==> config.mk <==
export PLATFORM = sky130hd
export DESIGN_NAME = md4_digest_engine_unit
export DESIGN_NICKNAME = d
export VERILOG_FILES = /design/src/rtl/md4_pkg.sv /design/src/rtl/md4_digest_engine_unit.sv
export SDC_FILE = /design/constraint.sdc
export NUM_CORES = 2
export LEC_CHECK = 0
export BUFFER_PORTS_ARGS = -buffer_cell sky130_fd_sc_hd__buf_2
export CAP_MARGIN = 10
export CORE_UTILIZATION = 29
export CTS_BUF_LIST = sky130_fd_sc_hd__clkbuf_8
export CTS_CLUSTER_SIZE = 14
export DETAILED_ROUTE_END_ITERATION = 8
export GPL_TIMING_DRIVEN = 0
export PLACE_DENSITY_LB_ADDON = 0.1
export SYNTH_ARGS = -nofsm -noshare
export SYNTH_HDL_FRONTEND = slang
export SYNTH_SLANG_ARGS = --single-unit
==> constraint.sdc <==
create_clock -name aclk -period 8.25 [get_ports aclk]
set_input_delay 1.65 -clock aclk [delete_from_list [all_inputs] [get_ports aclk]]
set_output_delay 1.65 -clock aclk [all_outputs]
set_load 0.005 [all_outputs]
==> src/rtl/md4_pkg.sv <==
// ----------------------------------------------------------------------------
// md4_pkg
// Shared constants and round tables for the MD4 digest engine.
// ----------------------------------------------------------------------------
package md4_pkg;

    localparam int BLOCK_WORDS = 16;
    localparam int ROUNDS      = 48;

    localparam logic [31:0] MD4_K1 = 32'h5A827999;
    localparam logic [31:0] MD4_K2 = 32'h6ED9EBA1;
    localparam logic [7:0]  PAD_MARK = 8'h80;

    localparam logic [31:0] MD4_IV [4] = '{
        32'h67452301, 32'hefcdab89, 32'h98badcfe, 32'h10325476
    };

    localparam logic [1:0] STAGE_F = 2'd0;
    localparam logic [1:0] STAGE_G = 2'd1;
    localparam logic [1:0] STAGE_H = 2'd2;

    function automatic logic [3:0] md4_word_order(input logic [5:0] rnd);
        logic [3:0] w;
        begin
            case (rnd[5:4])
                STAGE_F: w = rnd[3:0];
                STAGE_G: w = {rnd[1:0], rnd[3:2]};
                STAGE_H: w = {rnd[0], rnd[1], rnd[2], rnd[3]};
                default: w = 4'd0;
            endcase
            return w;
        end
    endfunction

    function automatic logic [4:0] md4_rot(input logic [5:0] rnd);
        logic [4:0] s;
        begin
            s = 5'd3;
            case (rnd[5:4])
                STAGE_F: begin
                    case (rnd[1:0])
                        2'd0:    s = 5'd3;
                        2'd1:    s = 5'd7;
                        2'd2:    s = 5'd11;
                        default: s = 5'd19;
                    endcase
                end
                STAGE_G: begin
                    case (rnd[1:0])
                        2'd0:    s = 5'd3;
                        2'd1:    s = 5'd5;
                        2'd2:    s = 5'd9;
                        default: s = 5'd13;
                    endcase
                end
                STAGE_H: begin
                    case (rnd[1:0])
                        2'd0:    s = 5'd3;
                        2'd1:    s = 5'd9;
                        2'd2:    s = 5'd11;
                        default: s = 5'd15;
                    endcase
                end
                default: s = 5'd3;
            endcase
            return s;
        end
    endfunction

endpackage

==> src/rtl/md4_digest_engine_unit.sv <==
// ----------------------------------------------------------------------------
// md4_digest_engine_unit
// MD4 hash of a byte stream, digest returned as 16 little-endian bytes.
// ----------------------------------------------------------------------------
// A byte transaction is taken while the engine is idle. When a transaction
// completes a 64-byte block, the input stalls while the block is compressed:
// a start state that issues the first read, 48 rounds in the single round
// unit, which reads one message word per cycle from the block memory, and one
// chaining update. A transaction with message_end adds one compression, or two
// when 56 or more bytes are buffered (on top of a full-block compression if its
// byte fills the block), and then 16 digest transactions, after which the
// engine is reloaded for the next message.
module md4_digest_engine_unit
    import md4_pkg::*;
(
    input  logic       aclk,
    input  logic       aresetn,
    input  logic       s_valid,
    output logic       s_ready,
    input  logic [7:0] s_byte_value,
    input  logic       s_byte_present,
    input  logic       s_message_end,
    output logic       m_valid,
    input  logic       m_ready,
    output logic [7:0] m_digest_byte,
    output logic       m_digest_last
);

    localparam logic [2:0] ST_IDLE  = 3'd0;
    localparam logic [2:0] ST_START = 3'd1;
    localparam logic [2:0] ST_ROUND = 3'd2;
    localparam logic [2:0] ST_FINAL = 3'd3;
    localparam logic [2:0] ST_OUT   = 3'd4;

    logic [2:0]  state_reg, state_next;
    logic [5:0]  round_reg, round_next;
    logic [5:0]  bytes_reg, bytes_next;
    logic [63:0] bitcnt_reg, bitcnt_next;
    logic [31:0] chain_reg [4];
    logic [31:0] chain_next [4];
    logic [31:0] wk_reg [4];
    logic [31:0] wk_next [4];
    logic [6:0]  fill_reg, fill_next;
    logic        mark_reg, mark_next;
    logic        len_reg, len_next;
    logic        end_reg, end_next;
    logic [3:0]  oidx_reg, oidx_next;
    logic [31:0] rd_data_reg;

    logic [31:0] blk_mem [BLOCK_WORDS];
    logic        mem_we;
    logic [3:0]  mem_raddr;

    logic        in_fire;
    logic        out_fire;
    logic [3:0]  widx;
    logic [31:0] msg_word;
    logic [31:0] f_val;
    logic [31:0] k_val;
    logic [31:0] sum;
    logic [63:0] rot_wide;
    logic [31:0] rot_val;
    logic [5:0]  end_fill;

    assign s_ready  = (state_reg == ST_IDLE);
    assign m_valid  = (state_reg == ST_OUT);
    assign in_fire  = s_valid && s_ready;
    assign out_fire = m_valid && m_ready;
    assign mem_we   = in_fire && s_byte_present;

    assign m_digest_byte = chain_reg[oidx_reg[3:2]][{oidx_reg[1:0], 3'b000} +: 8];
    assign m_digest_last = (oidx_reg == 4'd15);

    assign widx      = md4_word_order(round_reg);
    assign mem_raddr = (state_reg == ST_START) ? md4_word_order(6'd0)
                                               : md4_word_order(6'(round_reg + 6'd1));

    always_ff @(posedge aclk) begin
        if (mem_we) begin
            blk_mem[bytes_reg[5:2]][{bytes_reg[1:0], 3'b000} +: 8] <= s_byte_value;
        end
        rd_data_reg <= blk_mem[mem_raddr];
    end

    // Padding and length bytes are substituted as the word leaves the memory.
    always_comb begin
        logic [5:0] j;
        for (int b = 0; b < 4; b++) begin
            j = {widx, 2'(b)};
            if ({1'b0, j} < fill_reg) begin
                msg_word[8*b +: 8] = rd_data_reg[8*b +: 8];
            end else if (mark_reg && ({1'b0, j} == fill_reg)) begin
                msg_word[8*b +: 8] = PAD_MARK;
            end else if (len_reg && (j >= 6'd56)) begin
                msg_word[8*b +: 8] = bitcnt_reg[{j[2:0], 3'b000} +: 8];
            end else begin
                msg_word[8*b +: 8] = 8'h00;
            end
        end
    end

    always_comb begin
        case (round_reg[5:4])
            STAGE_F: begin
                f_val = (wk_reg[1] & wk_reg[2]) | (~wk_reg[1] & wk_reg[3]);
                k_val = 32'h0;
            end
            STAGE_G: begin
                f_val = (wk_reg[1] & wk_reg[2]) | (wk_reg[1] & wk_reg[3])
                      | (wk_reg[2] & wk_reg[3]);
                k_val = MD4_K1;
            end
            default: begin
                f_val = wk_reg[1] ^ wk_reg[2] ^ wk_reg[3];
                k_val = MD4_K2;
            end
        endcase
        sum      = wk_reg[0] + f_val + msg_word + k_val;
        rot_wide = {sum, sum} << md4_rot(round_reg);
        rot_val  = rot_wide[63:32];
    end

    assign end_fill = s_byte_present ? 6'(bytes_reg + 6'd1) : bytes_reg;

    always_comb begin
        state_next  = state_reg;
        round_next  = round_reg;
        bytes_next  = bytes_reg;
        bitcnt_next = bitcnt_reg;
        fill_next   = fill_reg;
        mark_next   = mark_reg;
        len_next    = len_reg;
        end_next    = end_reg;
        oidx_next   = oidx_reg;
        chain_next  = chain_reg;
        wk_next     = wk_reg;

        case (state_reg)
            ST_IDLE: begin
                if (in_fire) begin
                    if (s_byte_present) begin
                        bytes_next  = 6'(bytes_reg + 6'd1);
                        bitcnt_next = bitcnt_reg + 64'd8;
                    end
                    if (s_byte_present && (bytes_reg == 6'd63)) begin
                        fill_next  = 7'd64;
                        mark_next  = 1'b0;
                        len_next   = 1'b0;
                        end_next   = s_message_end;
                        state_next = ST_START;
                    end else if (s_message_end) begin
                        fill_next  = {1'b0, end_fill};
                        mark_next  = 1'b1;
                        len_next   = (end_fill < 6'd56);
                        end_next   = 1'b1;
                        state_next = ST_START;
                    end
                end
            end
            ST_START: begin
                wk_next    = chain_reg;
                round_next = 6'd0;
                state_next = ST_ROUND;
            end
            ST_ROUND: begin
                wk_next[0] = wk_reg[3];
                wk_next[1] = rot_val;
                wk_next[2] = wk_reg[1];
                wk_next[3] = wk_reg[2];
                round_next = 6'(round_reg + 6'd1);
                if (round_reg == 6'(ROUNDS - 1)) begin
                    state_next = ST_FINAL;
                end
            end
            ST_FINAL: begin
                for (int i = 0; i < 4; i++) begin
                    chain_next[i] = chain_reg[i] + wk_reg[i];
                end
                if (!mark_reg && !len_reg) begin
                    if (end_reg) begin
                        fill_next  = 7'd0;
                        mark_next  = 1'b1;
                        len_next   = 1'b1;
                        state_next = ST_START;
                    end else begin
                        state_next = ST_IDLE;
                    end
                end else if (!len_reg) begin
                    fill_next  = 7'd0;
                    mark_next  = 1'b0;
                    len_next   = 1'b1;
                    state_next = ST_START;
                end else begin
                    oidx_next  = 4'd0;
                    state_next = ST_OUT;
                end
            end
            ST_OUT: begin
                if (out_fire) begin
                    oidx_next = 4'(oidx_reg + 4'd1);
                    if (oidx_reg == 4'd15) begin
                        chain_next  = MD4_IV;
                        bytes_next  = 6'd0;
                        bitcnt_next = 64'd0;
                        end_next    = 1'b0;
                        state_next  = ST_IDLE;
                    end
                end
            end
            default: begin
                state_next = ST_IDLE;
            end
        endcase
    end

    always_ff @(posedge aclk) begin
        if (!aresetn) begin
            state_reg  <= ST_IDLE;
            round_reg  <= 6'd0;
            bytes_reg  <= 6'd0;
            bitcnt_reg <= 64'd0;
            fill_reg   <= 7'd0;
            mark_reg   <= 1'b0;
            len_reg    <= 1'b0;
            end_reg    <= 1'b0;
            oidx_reg   <= 4'd0;
            chain_reg  <= MD4_IV;
        end else begin
            state_reg  <= state_next;
            round_reg  <= round_next;
            bytes_reg  <= bytes_next;
            bitcnt_reg <= bitcnt_next;
            fill_reg   <= fill_next;
            mark_reg   <= mark_next;
            len_reg    <= len_next;
            end_reg    <= end_next;
            oidx_reg   <= oidx_next;
            chain_reg  <= chain_next;
        end
    end

    always_ff @(posedge aclk) begin
        wk_reg <= wk_next;
    end

endmodule

# Yosys cells after proc, flatten, opt, wreduce, memory -nomap -nowiden
# Memory sizes are Yosys's and may differ from the RTL's. A register that Yosys moved wholly into a read port is not among the register bits.
# Index checks and enable logic that the tools add are counted.
# word_totals
ff_bits	349
mem_count	1
ramBits	512
output_inout_bits	11
inputBits	14
wordCells	196
# op_classes
n_shift	8
n_bitwise	11
eq_ne	27
reduce_logical	31
order_cmp	10
add_sub_neg	12
n_mux	79
# memory_table
name	depth	width	read_ports	rd_clocked_by_memory_dff	write_ports	line_no	text
blk_mem	16	32	1	1	1	md4_digest_engine_unit.sv:50	logic [31:0] blk_mem [BLOCK_WORDS];
# ops
op	count
one-hot mux 128 bit (2 select lines)	2
two-way mux 128 bit	2
two-way mux 64 bit	4
variable part select 64 x 7 -> 8 bit	4
adder 32 bit	7
AND 32 bit	4
one-hot mux 64 bit (2 select lines)	1
two-way mux 32 bit	3
two-way mux 8 bit	12
bitwise OR 32 bit	3
adder 64 x 4 -> 64 bit, second input constant	1
binary-select mux 32 bit (select 2 bit)	1
one-hot mux 32 bit (2 select lines)	1
<< shifter 64 x 5 -> 64 bit	1
bitwise XOR 32 bit	2
one-hot mux 31 bit (2 select lines)	1
one-hot mux 4 bit (3 select lines)	4
two-way mux 7 bit	6
NOT 32 bit	1
variable shift 8 x 7 -> 32 bit, first input constant	1
variable part select 32 x 6 -> 8 bit	1
variable part select 8 x 7 -> 32 bit	1
one-hot mux 5 bit (3 select lines)	2
== test 6 x 7 -> 1 bit	4
36 further kinds	109

# Logic depth before layout (Yosys ltp)
# logic_depth
word_depth	11
mapped_depth	31
depth_no_buf	27

# Least setup slack after synthesis
# Ideal clock, no wire load.
# synth_path
path_kind	reg2reg
startpoint	register round_reg[0]
endpoint	register wk_reg[83] (netlist bit) (data pin)
setup_slack_ps	1458
stages_incl_launch_ff	29
arrival_time_ps	6517
required_ps	7976
n_path_buf	4
cell_sequence	dfxtp_1 > clkbuf_1 > mux2i_1 > o21ai_1 > inv_2 > ha_1 > nand2b_1 > o21ai_0 > a21oi_1 > a21boi_1 > clkbuf_1 > o31ai_1 > fa_1 > inv_1 > fa_1 > inv_1 > ha_1 > and2_1 > clkbuf_1 > and3_1 > clkbuf_1 > a221o_1 > o31a_1 > o211a_1 > o21a_1 > a211oi_1 > nor3_1 > a21oi_1 > o221ai_1
# synth_lines
element	line_no	text
start, declared	md4_digest_engine_unit.sv:36	logic [5:0] round_reg, round_next;
start signal, assigned	md4_digest_engine_unit.sv:230	round_reg <= round_next;
end signal, assigned	md4_digest_engine_unit.sv:243	wk_reg <= wk_next;
end, declared	md4_digest_engine_unit.sv:41	logic [31:0] wk_reg [4];

==> implementation parameters <==
Parameter                              Value

Critical path
  Critical Path Start Type ... flop
  Crit path capture ... wk_reg[95]$_DFFE_PP_
  Required @ worst endpoint ... ~8900 ps
  Number of cells traversed by the worst register-to-register path ... 27
  Data arrival time of the critical path ... approximately 8700 ps
  R2R Path End ... wk_reg[95]$_DFFE_PP_
  Maximum fanout along the worst path ... 10
  Critical path class ... reg2reg
  Startpoint of the most critical setup path ... round_reg[4]$_SDFFE_PN0P_
  Reg2reg setup slack ... roughly 260 ps
  R2R Path Start ... round_reg[4]$_SDFFE_PN0P_
  Setup crit end kind ... flop

Place
  Count of buffers from port buffering ... 23
  Half-perimeter wire length after placement ... 154200 microns
  RD Place Congestion ... between 0.9 and 1
  Area of placed instances ... about 52000 sq um
  Worst slack after detailed placement ... -1654 ps

Clocking
  Clock net sink count ... slightly below 900
  Clock latency of the later-clocked register in the worst-skew pair ... slightly below 1000 ps
  CTS H-Tree Depth ... 4
  CTS tree ... built
  Root cell of the clock tree ... clkbuf_8
  Clock buffers created by TritonCTS ... about 170
  Number of buffers added to fix hold violations after cts ... 0
  Clk buf depth ... 3
  Clock slew seen by the registers of the worst setup and hold paths ... ~60 ps

Routing
  Post-route ant nets ... 0
  Count of TritonRoute iterations in the first routing pass ... 6
  DRC viols ... 0
  Drt initial violations ... slightly below 4000
  WL final ... 202400 microns
  Average routed wire per standard cell ... roughly 27 microns
  Routed via count divided by cell count ... ~5.4
  Total number of vias ... 39710

Synthesis
  Flip-flop and latch count after synthesis ... 890
  Library cells used by synthesis ... ~100
  Number of warning messages in the yosys log ... 0
  Total nets after synthesis ... between 5000 and 6000
  Number of synthesized flops with an enable pin ... 640
  Cell count after synthesis ... just under 5000
  Per-instance average area after synthesis ... roughly 10 sq um
  Synthesized area ... about 50000 sq um
  Main flop type after synthesis ... edfxtp_1
  Proportion of synthesized chip area in sequential cells ... 0.4930
  Proportion of synthesized flip-flops having asynchronous set or reset ... 0

Die
  Initial cell density of the core ... 0.2932
  DIE AREA ... 171100 sq um
  Area of the placeable core ... 167600 sq um
  Top-level port count ... 25
  Die span in x ... around 410 microns
  Die Y ... 413.6 microns
  Rows ... 150

Timing
  Ratio of final minimum period to clock period ... 0.9681
  Final-report max-slew violation count ... 0
  Setup repair after global routing missed its margin ... no
  Skew final ... approximately 55 ps
  Maximum clock frequency ... 125.2 MHz
  Slew at the pin with the worst max-slew slack ... 1401 ps
  Worst hold slack across all endpoints ... between 400 and 500 ps
  Minimum period implied by the final worst setup slack ... around 8000 ps
  Final setup margin ... approximately 260 ps
  Relative slew slack ... 0.06599
  Count of endpoints failing setup in the final report ... 0
  Count of final hold-check violations ... 0

GRT
  Overall track demand over capacity in global routing ... 0.2339
  Number of antenna violations at the first check in global routing ... 22
  Wire length of the first global-routing pass ... between 200000 and 300000 microns
  Grt total ovfl ... 0
  Vias in the first global route ... roughly 38000
  Largest net degree at the start of global routing ... 85

Finish
  Post-layout utilization of the core ... 0.3331
  Top library cells by usage in the layout, fill and taps aside ... nand2_1, edfxtp_1, o21ai_0
  Flip-flop count of the largest register, all copies and words added ... between 500 and 600
  Area added between synthesis and finish ... 13.64%
  Fraction of layout cells with a size suffix above 1 ... 0.08277
  Number of nets in the layout ... ~5300
  Layout Cell Area excl Fill ... 55830 sq um
  Most common cell after layout, fill and taps aside ... nand2_1

Run status
  Result of the run ... completed

Job
  Maxcap violations ... 0

Worst hold path
  Hold/Removal Path Class ... reg2reg
  Worst hold path stage count ... 2

Pwr
  Power after layout ... approximately 15 mW
  Total power density per cell area ... about 260 nW/um^2
  IR drop worst, VDD ... around 0.12 mV
  LEAKAGE ... about 20 nW
kinds of logic after synthesis:
family                     after synthesis  synth area share
DFF                                    890            0.4930
adders and majority gates              272           0.08312
xor gates and xnor gates               190           0.03402
and+or+nand+nor                       1451            0.1336
AOI/OAI and AO/OA                     1391            0.1825
buffers and inverters                  512           0.04016
muxes                                  113           0.03351
layer usage:
metal  share of wire  wire length [microns]  track usage
met2            0.41                  83710       0.3323
met4           0.020                   4060      0.05484
met1            0.49                  99760       0.3539
met3           0.073                  14870      0.05199
met5         0.00013                     27     0.008762
synthesized netlist by cell type (all sizes together) (9+ instances only):
master / number / area share
nor3: 63 / 0.0066
and2: 64 / 0.0082
o21a: 33 / 0.0050
inv: 235 / 0.018
a21boi: 13 / 0.0020
mux2: 12 / 0.0028
dfxtp: 250 / 0.10
a311oi: 65 / 0.012
xor2: 95 / 0.017
nand2: 715 / 0.055
ha: 180 / 0.046
fa: 91 / 0.037
clkbuf: 220 / 0.017
nand2b: 29 / 0.0037
o21ai: 334 / 0.034
mux4: 40 / 0.018
or3: 29 / 0.0037
nor2b: 79 / 0.010
nand3: 74 / 0.0078
o31ai: 18 / 0.0031
mux2i: 61 / 0.012
a21o: 90 / 0.014
o22a: 17 / 0.0030
and3: 38 / 0.0050
a211o: 10 / 0.0018
o21bai: 11 / 0.0017
a221oi: 9 / 0.0020
a31oi: 91 / 0.012
o22ai: 185 / 0.024
a21oi: 257 / 0.026
or2: 11 / 0.0015
nand4: 28 / 0.0041
nor2: 286 / 0.022
a211oi: 61 / 0.0093
xnor2: 95 / 0.017
a22oi: 51 / 0.0078
buf: 56 / 0.0053
a32oi: 9 / 0.0016
o211ai: 55 / 0.0085
edfxtp: 640 / 0.39
report_power, final:
group          switching [mW]  total [mW]  leakage, nW  internal, mW
clock network            2.17        4.41         1.96          2.24
registers               0.151        5.14         7.15          4.99
logic                    3.53        5.15         10.9          1.62
total                    5.84        14.7         20.0          8.85
per-stage QoR:
step                TNS, ps  std cells
global placement     -33600       7046
CTS                       0       7372
global route              0       7380
finish                    0       7387
detailed placement   -33370       7058
floorplan                 0       4819
critical path: stages (launching register included):
cell and delay (ps):
dfxtp_1 460, buf_6 190, mux2i_1 200, o21ai_1 120
ha_1 330, and4b_1 180, clkbuf_1 340, a21oi_4 120
buf_12 150, or3b_2 580, o21ai_0 380, fa_1 470
inv_1 80, fa_1 430, inv_1 90, ha_1 130
clkbuf_1 380, and2_1 190, clkbuf_1 370, nand2_1 140
a21oi_2 280, o2111ai_1 280, a31oi_1 380, xor2_1 260
mux2i_1 160, a211oi_1 260, a21oi_1 130, o21ai_0 620
how the worst min path moves through the flow:
stage	start	to	slack (ps)
after floorplan	chain_reg[127]$_SDFFE_PN0P_	chain_reg[127]$_SDFFE_PN0P_	450
after global placement	bitcnt_reg[14]$_SDFFE_PN0P_	bitcnt_reg[14]$_SDFFE_PN0P_	470
after detailed placement	bitcnt_reg[14]$_SDFFE_PN0P_	bitcnt_reg[14]$_SDFFE_PN0P_	480
after CTS	bitcnt_reg[14]$_SDFFE_PN0P_	bitcnt_reg[14]$_SDFFE_PN0P_	490
final	bitcnt_reg[14]$_SDFFE_PN0P_	bitcnt_reg[14]$_SDFFE_PN0P_	480
after global routing	bitcnt_reg[14]$_SDFFE_PN0P_	bitcnt_reg[14]$_SDFFE_PN0P_	530
area by class of cell:
| type | instances | area, sq um |
|---|---|---|
| Clock buffer | 183 | 2519 |
| Multi-Input combinational cell | 3417 | 23160 |
| Clock inverter | 132 | 824.5 |
| Sequential cell | 890 | 24220 |
| Fill cell | 17210 | 111800 |
| Tap cell | 2204 | 2758 |
| Timing Repair Buffer | 41 | 346.6 |
| Inverter | 236 | 893.4 |
| Antenna cell | 12 | 30.03 |
| Buffer | 272 | 1084 |
repair_timing:
| action | 4_1_cts | 5_1_grt |
|---|---|---|
| buffers inserted | 0 | 6 |
| pin swaps | 1 | 5 |
| endpoints found under the setup margin | 32 | 32 |
| resized for setup | 27 | 26 |
No activity file was read; power rests on OpenSTA's default activity.
